### config.mk
export PLATFORM = sky130hd
export DESIGN_NAME = rcpa_engine
export DESIGN_NICKNAME = d
export VERILOG_FILES = /design/src/rtl/core/refcounted_page_allocator_defines.svh /design/src/rtl/core/rcpa_pkg.sv /design/src/rtl/core/rcpa_addr_dec.sv /design/src/rtl/core/rcpa_engine.sv
export SDC_FILE = /design/constraint.sdc
export NUM_CORES = 1
export LEC_CHECK = 0
export BUFFER_PORTS_ARGS = -buffer_cell sky130_fd_sc_hd__buf_4
export CORE_MARGIN = 2
export CORE_UTILIZATION = 35
export DETAILED_ROUTE_END_ITERATION = 7
export PLACE_DENSITY = 0.56
export SYNTH_ARGS = -nofsm -noshare
export SYNTH_HDL_FRONTEND = slang
export SYNTH_HIERARCHICAL = 1
export SYNTH_SLANG_ARGS = --single-unit
### constraint.sdc
create_clock -name clk -period 4.2 [get_ports clk]
set_input_delay 0.42 -clock clk [delete_from_list [all_inputs] [get_ports clk]]
set_output_delay 0.42 -clock clk [all_outputs]
set_load 0.005 [all_outputs]
### src/rtl/core/refcounted_page_allocator_defines.svh
// assertion macros for the refcounted page allocator
`ifndef REFCOUNTED_PAGE_ALLOCATOR_DEFINES_SVH
`define REFCOUNTED_PAGE_ALLOCATOR_DEFINES_SVH
`ifndef SYNTH
`define RCPA_ASSERT_IMPL(name, ante, cons) \
    name: assert property (@(posedge clk) disable iff (!rst_n) (ante) |-> (cons)) \
        else $error("rcpa: same-cycle check failed");
`define RCPA_ASSERT_NEXT(name, ante, cons) \
    name: assert property (@(posedge clk) disable iff (!rst_n) (ante) |=> (cons)) \
        else $error("rcpa: next-cycle check failed");
`else
`define RCPA_ASSERT_IMPL(name, ante, cons)
`define RCPA_ASSERT_NEXT(name, ante, cons)
`endif
`endif

### src/rtl/core/rcpa_pkg.sv
// shared types and constants for the refcounted page allocator
package rcpa_pkg;

    localparam int ADDR_W      = 32;
    localparam int FUNC_W      = 3;
    localparam int STATUS_W    = 3;
    localparam int REF_W       = 8;
    localparam int CFG_IDX_W   = 2;
    localparam int PAGE_SHIFT  = 12;
    localparam int OFF_W       = ADDR_W - PAGE_SHIFT;
    localparam int EXT_W       = ADDR_W + 2;

    localparam int NUM_PAGES_DEF  = 32768;
    localparam int COUNT_BITS_DEF = 8;

    localparam logic [ADDR_W-1:0] MEM_BASE_RST   = 32'h8000_0000;
    localparam logic [ADDR_W-1:0] FIRST_FREE_RST = 32'h8010_0000;
    localparam logic [ADDR_W-1:0] MEM_TOP_RST    = 32'h8800_0000;

    typedef enum logic [FUNC_W-1:0] {
        FN_INIT   = 3'd0,
        FN_ALLOC  = 3'd1,
        FN_FREE   = 3'd2,
        FN_INCREF = 3'd3,
        FN_QUERY  = 3'd4
    } func_t;

    typedef enum logic [STATUS_W-1:0] {
        STS_OK      = 3'd0,
        STS_OOM     = 3'd1,
        STS_INVALID = 3'd2,
        STS_DOUBLE  = 3'd3,
        STS_CORRUPT = 3'd4,
        STS_SAT     = 3'd5
    } status_t;

    typedef enum logic [CFG_IDX_W-1:0] {
        CFG_MEM_BASE   = 2'd0,
        CFG_FIRST_FREE = 2'd1,
        CFG_MEM_TOP    = 2'd2
    } cfg_reg_t;

    typedef enum logic [2:0] {
        ST_IDLE,
        ST_DECODE,
        ST_POP,
        ST_EXEC,
        ST_SETUP,
        ST_SWEEP
    } state_t;

    typedef struct packed {
        logic range_ok;
        logic free_ok;
    } addr_chk_t;

endpackage

### src/rtl/core/rcpa_addr_dec.sv
// physical address to page index decode with range and alignment checks
module rcpa_addr_dec
    import rcpa_pkg::*;
#(
    parameter int NUM_PAGES = NUM_PAGES_DEF
) (
    input  logic [ADDR_W-1:0]            addr,
    input  logic [ADDR_W-1:0]            mem_base,
    input  logic [ADDR_W-1:0]            first_free_addr,
    input  logic [ADDR_W-1:0]            mem_top,
    output logic [$clog2(NUM_PAGES)-1:0] idx,
    output addr_chk_t                    chk
);

    localparam int IDX_W = $clog2(NUM_PAGES);

    logic [ADDR_W-1:0] diff;
    logic [OFF_W-1:0]  off;
    logic              in_pages;

    always_comb
    begin
        diff         = addr - mem_base;
        off          = diff[ADDR_W-1:PAGE_SHIFT];
        in_pages     = {1'b0, off} < (OFF_W + 1)'(NUM_PAGES);
        idx          = off[IDX_W-1:0];
        chk.range_ok = (addr >= mem_base) && (addr < mem_top) && in_pages;
        chk.free_ok  = chk.range_ok && (addr[PAGE_SHIFT-1:0] == '0)
                       && (addr >= first_free_addr);
    end

endmodule

### src/rtl/core/rcpa_engine.sv
// command sequencer: count and free-stack read-modify-write, init sweep
module rcpa_engine
    import rcpa_pkg::*;
#(
    parameter int NUM_PAGES  = NUM_PAGES_DEF,
    parameter int COUNT_BITS = COUNT_BITS_DEF
) (
    input  logic                     clk,
    input  logic                     rst_n,
    input  logic                     cmd_valid,
    output logic                     cmd_ready,
    input  logic [FUNC_W-1:0]        func,
    input  logic [ADDR_W-1:0]        phys_addr,
    input  logic [ADDR_W-1:0]        mem_base,
    input  logic [ADDR_W-1:0]        first_free_addr,
    input  logic [ADDR_W-1:0]        mem_top,
    output logic                     rsp_valid,
    input  logic                     rsp_ready,
    output logic [STATUS_W-1:0]      status,
    output logic [ADDR_W-1:0]        page_addr,
    output logic [REF_W-1:0]         ref_count,
    output logic                     page_released,
    output logic                             cnt_we,
    output logic [$clog2(NUM_PAGES)-1:0]     cnt_waddr,
    output logic [COUNT_BITS-1:0]            cnt_wdata,
    output logic                             cnt_re,
    output logic [$clog2(NUM_PAGES)-1:0]     cnt_raddr,
    input  logic [COUNT_BITS-1:0]            cnt_rdata,
    output logic                             stk_we,
    output logic [$clog2(NUM_PAGES)-1:0]     stk_waddr,
    output logic [$clog2(NUM_PAGES)-1:0]     stk_wdata,
    output logic                             stk_re,
    output logic [$clog2(NUM_PAGES)-1:0]     stk_raddr,
    input  logic [$clog2(NUM_PAGES)-1:0]     stk_rdata
);

    localparam int IDX_W   = $clog2(NUM_PAGES);
    localparam int DEPTH_W = $clog2(NUM_PAGES + 1);
    localparam logic [COUNT_BITS-1:0] CNT_MAX  = '1;
    localparam logic [COUNT_BITS-1:0] CNT_ONE  = COUNT_BITS'(1);
    localparam logic [EXT_W-1:0]      PAGE_EXT = EXT_W'(1) << PAGE_SHIFT;
    localparam logic [EXT_W-1:0]      ROUND_UP = (PAGE_EXT << 1) - EXT_W'(1);
    localparam logic [EXT_W-1:0]      PAGE_MSK = ~(PAGE_EXT - EXT_W'(1));

    state_t               state_reg, state_next;
    logic [FUNC_W-1:0]    func_reg;
    logic [ADDR_W-1:0]    addr_reg;
    logic [IDX_W-1:0]     idx_reg;
    addr_chk_t            chk_reg;
    logic [DEPTH_W-1:0]   depth_reg, depth_next;
    logic [IDX_W-1:0]     sweep_cnt_reg;
    logic                 push_en_reg;
    logic [EXT_W-1:0]     pe_reg;
    logic [EXT_W-1:0]     lo_reg;

    logic                 rsp_valid_reg;
    logic [STATUS_W-1:0]  status_reg;
    logic [ADDR_W-1:0]    page_reg;
    logic [REF_W-1:0]     count_reg;
    logic                 rel_reg;

    logic [IDX_W-1:0]     dec_idx;
    addr_chk_t            dec_chk;

    logic                 accept;
    logic                 commit;
    logic                 sweep_last;
    logic                 sweep_push;
    logic                 stk_empty;
    status_t              res_status;
    logic [ADDR_W-1:0]    res_page;
    logic [COUNT_BITS-1:0] res_count;
    logic                 res_rel;
    logic [COUNT_BITS-1:0] cnt_dec;

    rcpa_addr_dec #(
        .NUM_PAGES (NUM_PAGES)
    ) u_addr_dec (
        .addr            (addr_reg),
        .mem_base        (mem_base),
        .first_free_addr (first_free_addr),
        .mem_top         (mem_top),
        .idx             (dec_idx),
        .chk             (dec_chk)
    );

    assign accept     = cmd_valid && cmd_ready;
    assign commit     = (state_reg == ST_EXEC) && (!rsp_valid_reg || rsp_ready);
    assign sweep_last = sweep_cnt_reg == IDX_W'(NUM_PAGES - 1);
    assign stk_empty  = depth_reg == '0;
    assign cnt_dec    = cnt_rdata - CNT_ONE;
    assign sweep_push = push_en_reg && (pe_reg >= lo_reg)
                        && (pe_reg <= {2'b00, mem_top});

    // next state
    always_comb
    begin
        state_next = state_reg;
        case (state_reg)
            ST_IDLE:
            begin
                if (cmd_valid)
                begin
                    state_next = (func == FN_INIT) ? ST_SETUP : ST_DECODE;
                end
            end
            ST_DECODE:
            begin
                state_next = (func_reg == FN_ALLOC && !stk_empty) ? ST_POP : ST_EXEC;
            end
            ST_POP:
            begin
                state_next = ST_EXEC;
            end
            ST_EXEC:
            begin
                if (commit)
                begin
                    state_next = ST_IDLE;
                end
            end
            ST_SETUP:
            begin
                state_next = ST_SWEEP;
            end
            ST_SWEEP:
            begin
                if (sweep_last)
                begin
                    state_next = push_en_reg ? ST_EXEC : ST_IDLE;
                end
            end
            default:
            begin
                state_next = ST_IDLE;
            end
        endcase
    end

    // memory controls and result
    always_comb
    begin
        cmd_ready  = 1'b0;
        cnt_we     = 1'b0;
        cnt_waddr  = idx_reg;
        cnt_wdata  = '0;
        cnt_re     = 1'b0;
        cnt_raddr  = dec_idx;
        stk_we     = 1'b0;
        stk_waddr  = depth_reg[IDX_W-1:0];
        stk_wdata  = idx_reg;
        stk_re     = 1'b0;
        stk_raddr  = IDX_W'(depth_reg - DEPTH_W'(1));
        depth_next = depth_reg;
        res_status = STS_OK;
        res_page   = '0;
        res_count  = '0;
        res_rel    = 1'b0;
        case (state_reg)
            ST_IDLE:
            begin
                cmd_ready = 1'b1;
            end
            ST_DECODE:
            begin
                cnt_re = 1'b1;
                stk_re = (func_reg == FN_ALLOC) && !stk_empty;
            end
            ST_POP:
            begin
                cnt_re    = 1'b1;
                cnt_raddr = stk_rdata;
            end
            ST_EXEC:
            begin
                case (func_reg)
                    FN_ALLOC:
                    begin
                        if (stk_empty)
                        begin
                            res_status = STS_OOM;
                        end
                        else
                        begin
                            depth_next = commit ? depth_reg - DEPTH_W'(1) : depth_reg;
                            if (cnt_rdata != '0)
                            begin
                                // popped page still referenced: drop it
                                res_status = STS_CORRUPT;
                                res_count  = cnt_rdata;
                            end
                            else
                            begin
                                cnt_we    = commit;
                                cnt_wdata = CNT_ONE;
                                res_page  = mem_base + (ADDR_W'(idx_reg) << PAGE_SHIFT);
                                res_count = CNT_ONE;
                            end
                        end
                    end
                    FN_FREE:
                    begin
                        if (!chk_reg.free_ok)
                        begin
                            res_status = STS_INVALID;
                        end
                        else if (cnt_rdata == '0)
                        begin
                            res_status = STS_DOUBLE;
                        end
                        else
                        begin
                            cnt_we    = commit;
                            cnt_wdata = cnt_dec;
                            res_count = cnt_dec;
                            if (cnt_dec == '0 && depth_reg < DEPTH_W'(NUM_PAGES))
                            begin
                                stk_we     = commit;
                                depth_next = commit ? depth_reg + DEPTH_W'(1) : depth_reg;
                                res_rel    = 1'b1;
                            end
                        end
                    end
                    FN_INCREF:
                    begin
                        if (!chk_reg.range_ok)
                        begin
                            res_status = STS_INVALID;
                        end
                        else if (cnt_rdata == CNT_MAX)
                        begin
                            res_status = STS_SAT;
                            res_count  = cnt_rdata;
                        end
                        else
                        begin
                            cnt_we    = commit;
                            cnt_wdata = cnt_rdata + CNT_ONE;
                            res_count = cnt_rdata + CNT_ONE;
                        end
                    end
                    FN_QUERY:
                    begin
                        if (!chk_reg.range_ok)
                        begin
                            res_status = STS_INVALID;
                        end
                        else
                        begin
                            res_count = cnt_rdata;
                        end
                    end
                    default:
                    begin
                        res_status = STS_OK;
                    end
                endcase
            end
            ST_SETUP:
            begin
                depth_next = '0;
            end
            ST_SWEEP:
            begin
                // clear one count per cycle, push pages of the managed window in order
                cnt_we     = 1'b1;
                cnt_waddr  = sweep_cnt_reg;
                cnt_wdata  = '0;
                stk_we     = sweep_push;
                stk_wdata  = sweep_cnt_reg;
                depth_next = depth_reg + DEPTH_W'(sweep_push);
            end
            default:
            begin
                cmd_ready = 1'b0;
            end
        endcase
    end

    always_ff @(posedge clk or negedge rst_n)
    begin
        if (!rst_n)
        begin
            state_reg     <= ST_SWEEP;
            depth_reg     <= '0;
            sweep_cnt_reg <= '0;
            push_en_reg   <= 1'b0;
            rsp_valid_reg <= 1'b0;
        end
        else
        begin
            state_reg <= state_next;
            depth_reg <= depth_next;
            if (state_reg == ST_SETUP)
            begin
                sweep_cnt_reg <= '0;
                push_en_reg   <= 1'b1;
            end
            else if (state_reg == ST_SWEEP)
            begin
                sweep_cnt_reg <= sweep_cnt_reg + IDX_W'(1);
            end
            if (commit)
            begin
                rsp_valid_reg <= 1'b1;
            end
            else if (rsp_ready)
            begin
                rsp_valid_reg <= 1'b0;
            end
        end
    end

    always_ff @(posedge clk)
    begin
        if (accept)
        begin
            func_reg <= func;
            addr_reg <= phys_addr;
        end
        if (state_reg == ST_DECODE)
        begin
            idx_reg <= dec_idx;
            chk_reg <= dec_chk;
        end
        if (state_reg == ST_POP)
        begin
            idx_reg <= stk_rdata;
        end
        if (state_reg == ST_SETUP)
        begin
            // track page end address: first aligned page at or above the base
            pe_reg <= ({2'b00, mem_base} + ROUND_UP) & PAGE_MSK;
            lo_reg <= ({2'b00, first_free_addr} + ROUND_UP) & PAGE_MSK;
        end
        else if (state_reg == ST_SWEEP)
        begin
            pe_reg <= pe_reg + PAGE_EXT;
        end
        if (commit)
        begin
            status_reg <= res_status;
            page_reg   <= res_page;
            count_reg  <= REF_W'(res_count);
            rel_reg    <= res_rel;
        end
    end

    assign rsp_valid     = rsp_valid_reg;
    assign status        = status_reg;
    assign page_addr     = page_reg;
    assign ref_count     = count_reg;
    assign page_released = rel_reg;

endmodule

==> summary.md <==
| Metric | Value |
|---|---|
| Nets | approximately 2200 |
| Layout cells sized above 1 | 20.8% |
| Final HPWL DP | between 30000 and 40000 um |
| Total gr overflow | 0 |
| Worst Path Max Fanout | 4 |
| R2r startpoint | pe_reg[26] |
| Status | finished clean |
| FF-to-FF End | depth_reg[15] |
| Hold depth | 1 |
| Hold path endpoint | addr_reg[18] |
| GRT Util Overall | a little over a fifth |
| Crit share post-route | a little over nine tenths |
| Die H | between 200 and 250 um |
| Crit path DAT | between 3 and 4 ns |
| Hold path startpoint | phys_addr[18] |
| WS Path Type | flop to output port |
| Yosys cell types | a little under 90 |
| Max Buffers Root-to-Sink | 2 |
| TritonCTS clock tree | yes |
| Setup TNS | 0 ns |
| Place WS | between 0.3 and 0.4 ns |
| Synth warn | 6 |
| GPL Wtd Cong | 0.921 |
| Die ar. | approximately 0.044 mm2 |
| Setup Buffers After CTS | 0 |
| Slowest cell on crit path | edfxtp_1 |
| Die W | 209 um |
| Layout Skew | approximately 0.013 ns |
| H-tree Lvls | 4 |
| Initial core utilization | between 30% and 40% |
| Relative slew slack | about 29% |
| Worst slew pin tran | around 1.0 ns |
| Largest delay contributor family on the critical path | compound AO/OA/AOI/OAI gates |
| Port Buffers | between 200 and 300 |
| DRT Pass-1 Iters | 5 |
| Clock sinks | between 150 and 200 |
| Most frequent cell after synthesis | nand2_1 |
| Clk slew on worst S/H paths | ~0.07 ns |
| WL/cell | roughly 19 um |
| 1st-iter DRT viols | about 840 |
| DRT antenna net count | 0 |
| WL final | a little under 50000 um |
| Vias | between 10000 and 15000 |
| Req. time, crit path | between 3 and 4 ns |
| Top cells by area, synth | edfxtp_1, ha_1, dfrtp_1 |
| CP max stage delay | between 0.4 and 0.5 ns |
| Root Buffer | clkbuf_16 |
| Fmax | between 200 and 250 MHz |
| Post-synth EDFFs | 139 |
| Drt drc | 0 |
| Unrepaired setup endpoints after global routing | no |
| Initial antenna violation count | 1 |
| HP Class | input pin to flop |
| Syn_area_per_cell | between 8 and 9 um2 |
| Seq cells post-synth | between 150 and 200 |
| Final worst slack | around 0.18 ns |
| Placed Cells | 2434 |
| Syn Nets | roughly 2000 |
| Final hold slack | between 0.1 and 0.15 ns |
| Num CTS Buffers | 17 |
| Register-to-register setup slack | roughly 0.33 ns |
| Fin cells | approximately 2500 |
| Final setup fails | 0 |
| Top cells by count, synth | nand2_1, ha_1, inv_1 |
| Post-synth top area share | between 20% and 30% |
| Rows | between 70 and 80 |
| Post-DR vias/cell | between 5 and 6 |
| WP buf/inv | 1 |
| Synthesized cell area | 0.0147 mm2 |
| Final-report hold violation count | 0 |
| Kind of start point of the critical path | flop |
| Area leader, netlist | edfxtp_1 |
| Synth async-reset ratio | about a fifth |
| Minimum clock period | between 4 and 5 ns |
| Sequential element share of the synthesized area | between 30% and 40% |
| Worst VDD drop | approximately 0.00033 V |
| Max Cap Violations | 0 |
| Core area | 0.0417 mm2 |
| Main flop type after synthesis | edfxtp_1 |
| Clk Latency, worst-skew pair | 0.46 ns |
| Synth-to-layout area growth | 21.2% |
| Leak Pwr | 7.95 nW |
| Worst r2r path cells | 15 |
| Critical Path End Type | output port |
| Pwr/cell area | ~520 mW/mm2 |
| Crit-path cells | ha_1 > a21oi_1 > and2b_2 > o22ai_1 > a31oi_1 > a31oi_2 > nor2_1 > a311o_1 > xor2_1 > mux2_2 > buf_4 |
| I/O Pins | around 290 |
| Largest net degree at the start of global routing | 45 |
| Wire length of the first global-routing pass | approximately 73000 um |
| Vias in the first global route | 13144 |
| Slew Limit Fails | 0 |
| Post-Syn Instances | about 1700 |
[per-layer routing]
| metal | vias up | part of all wire, % | GRT usage (%) |
|---|---|---|---|
| li1 | 6508 | - | - |
| met1 | 6390 | 43 | 26.9 |
| met2 | 394 | 50 | 38.9 |
| met3 | 56 | 5.3 | 3.38 |
| met4 | 0 | 2.3 | 6.67 |
| met5 | - | 0 | 0 |
[final cells by class]
cell class / instances / area, um2
clock inverters: 14 / 130
repair buffers: 313 / 2350
diodes: 1 / 2.50
fillers: 4159 / 23900
multi-input cells: 1248 / 8520
flip-flops and latches: 175 / 5080
clock buffers: 18 / 429
inverters: 160 / 601
well taps: 539 / 674
[cells in the final DEF (no fill, tap or decap), drive strengths merged, types with 17 or more instances in the layout]
cell | Yosys | layout
a21o | 30 | 30
a21oi | 127 | 127
a31oi | 20 | 20
and2 | 21 | 21
and3 | 25 | 25
buf | 46 | 312
clkbuf | 45 | 18
dfrtp | 34 | 34
edfxtp | 139 | 139
ha | 161 | 161
inv | 159 | 164
mux2 | 17 | 17
nand2 | 176 | 176
nand2b | 18 | 18
nand3 | 63 | 63
nand4 | 47 | 47
nor2 | 115 | 115
nor3 | 27 | 27
nor4 | 26 | 26
o21ai | 89 | 89
xnor2 | 59 | 59
xor2 | 47 | 47
[worst max-delay path by stage]
stage | start | to | slack [ns] | cells after the start
floorplan | pe_reg[27] | depth_reg[9] | 1.05 | 14
global placement | pe_reg[26] | depth_reg[13] | 0.35 | 14
detailed placement | mem_top[27] | depth_reg[13] | 0.31 | 15
CTS | addr_reg[8] | cnt_raddr[13] | 0.12 | 11
global route | addr_reg[8] | cnt_raddr[13] | 0.005 | 11
finish | addr_reg[8] | cnt_raddr[13] | 0.18 | 11
[cell families after synthesis]
kind of cell               Yosys count  share of synthesized area [%]
buffers and inverters              251                           7.48
and+or+nand+nor                    580                           19.7
adders and majority gates          162                           13.9
xor gates and xnor gates           106                           6.32
muxes                               20                           1.51
AOI/OAI and AO/OA                  380                           16.5
DFF                                175                           34.6
[through the flow]
step,total power [W],util [%],instance area [um2]
after floorplan,0.00586,-,14700
after global placement,0.00762,41.3,17200
after detailed placement,0.00769,41.3,17200
after CTS,0.00932,42.7,17800
after global routing,0.00991,42.7,17800
final,0.00926,42.7,17800
[report_power, final]
group          total (W)  switching, W  internal, W
sequential       0.00309      0.000587      0.00250
clock            0.00160      0.000771     0.000824
combinational    0.00457       0.00254      0.00203
[timing repair]
action | CTS | global route
gates resized for setup | 1 | 4
endpoints found under the hold margin | 34 | 0
hold buffers | 1 | 0
endpoints found under the setup margin | 1 | 4
Power figures use the tool's default switching activity.
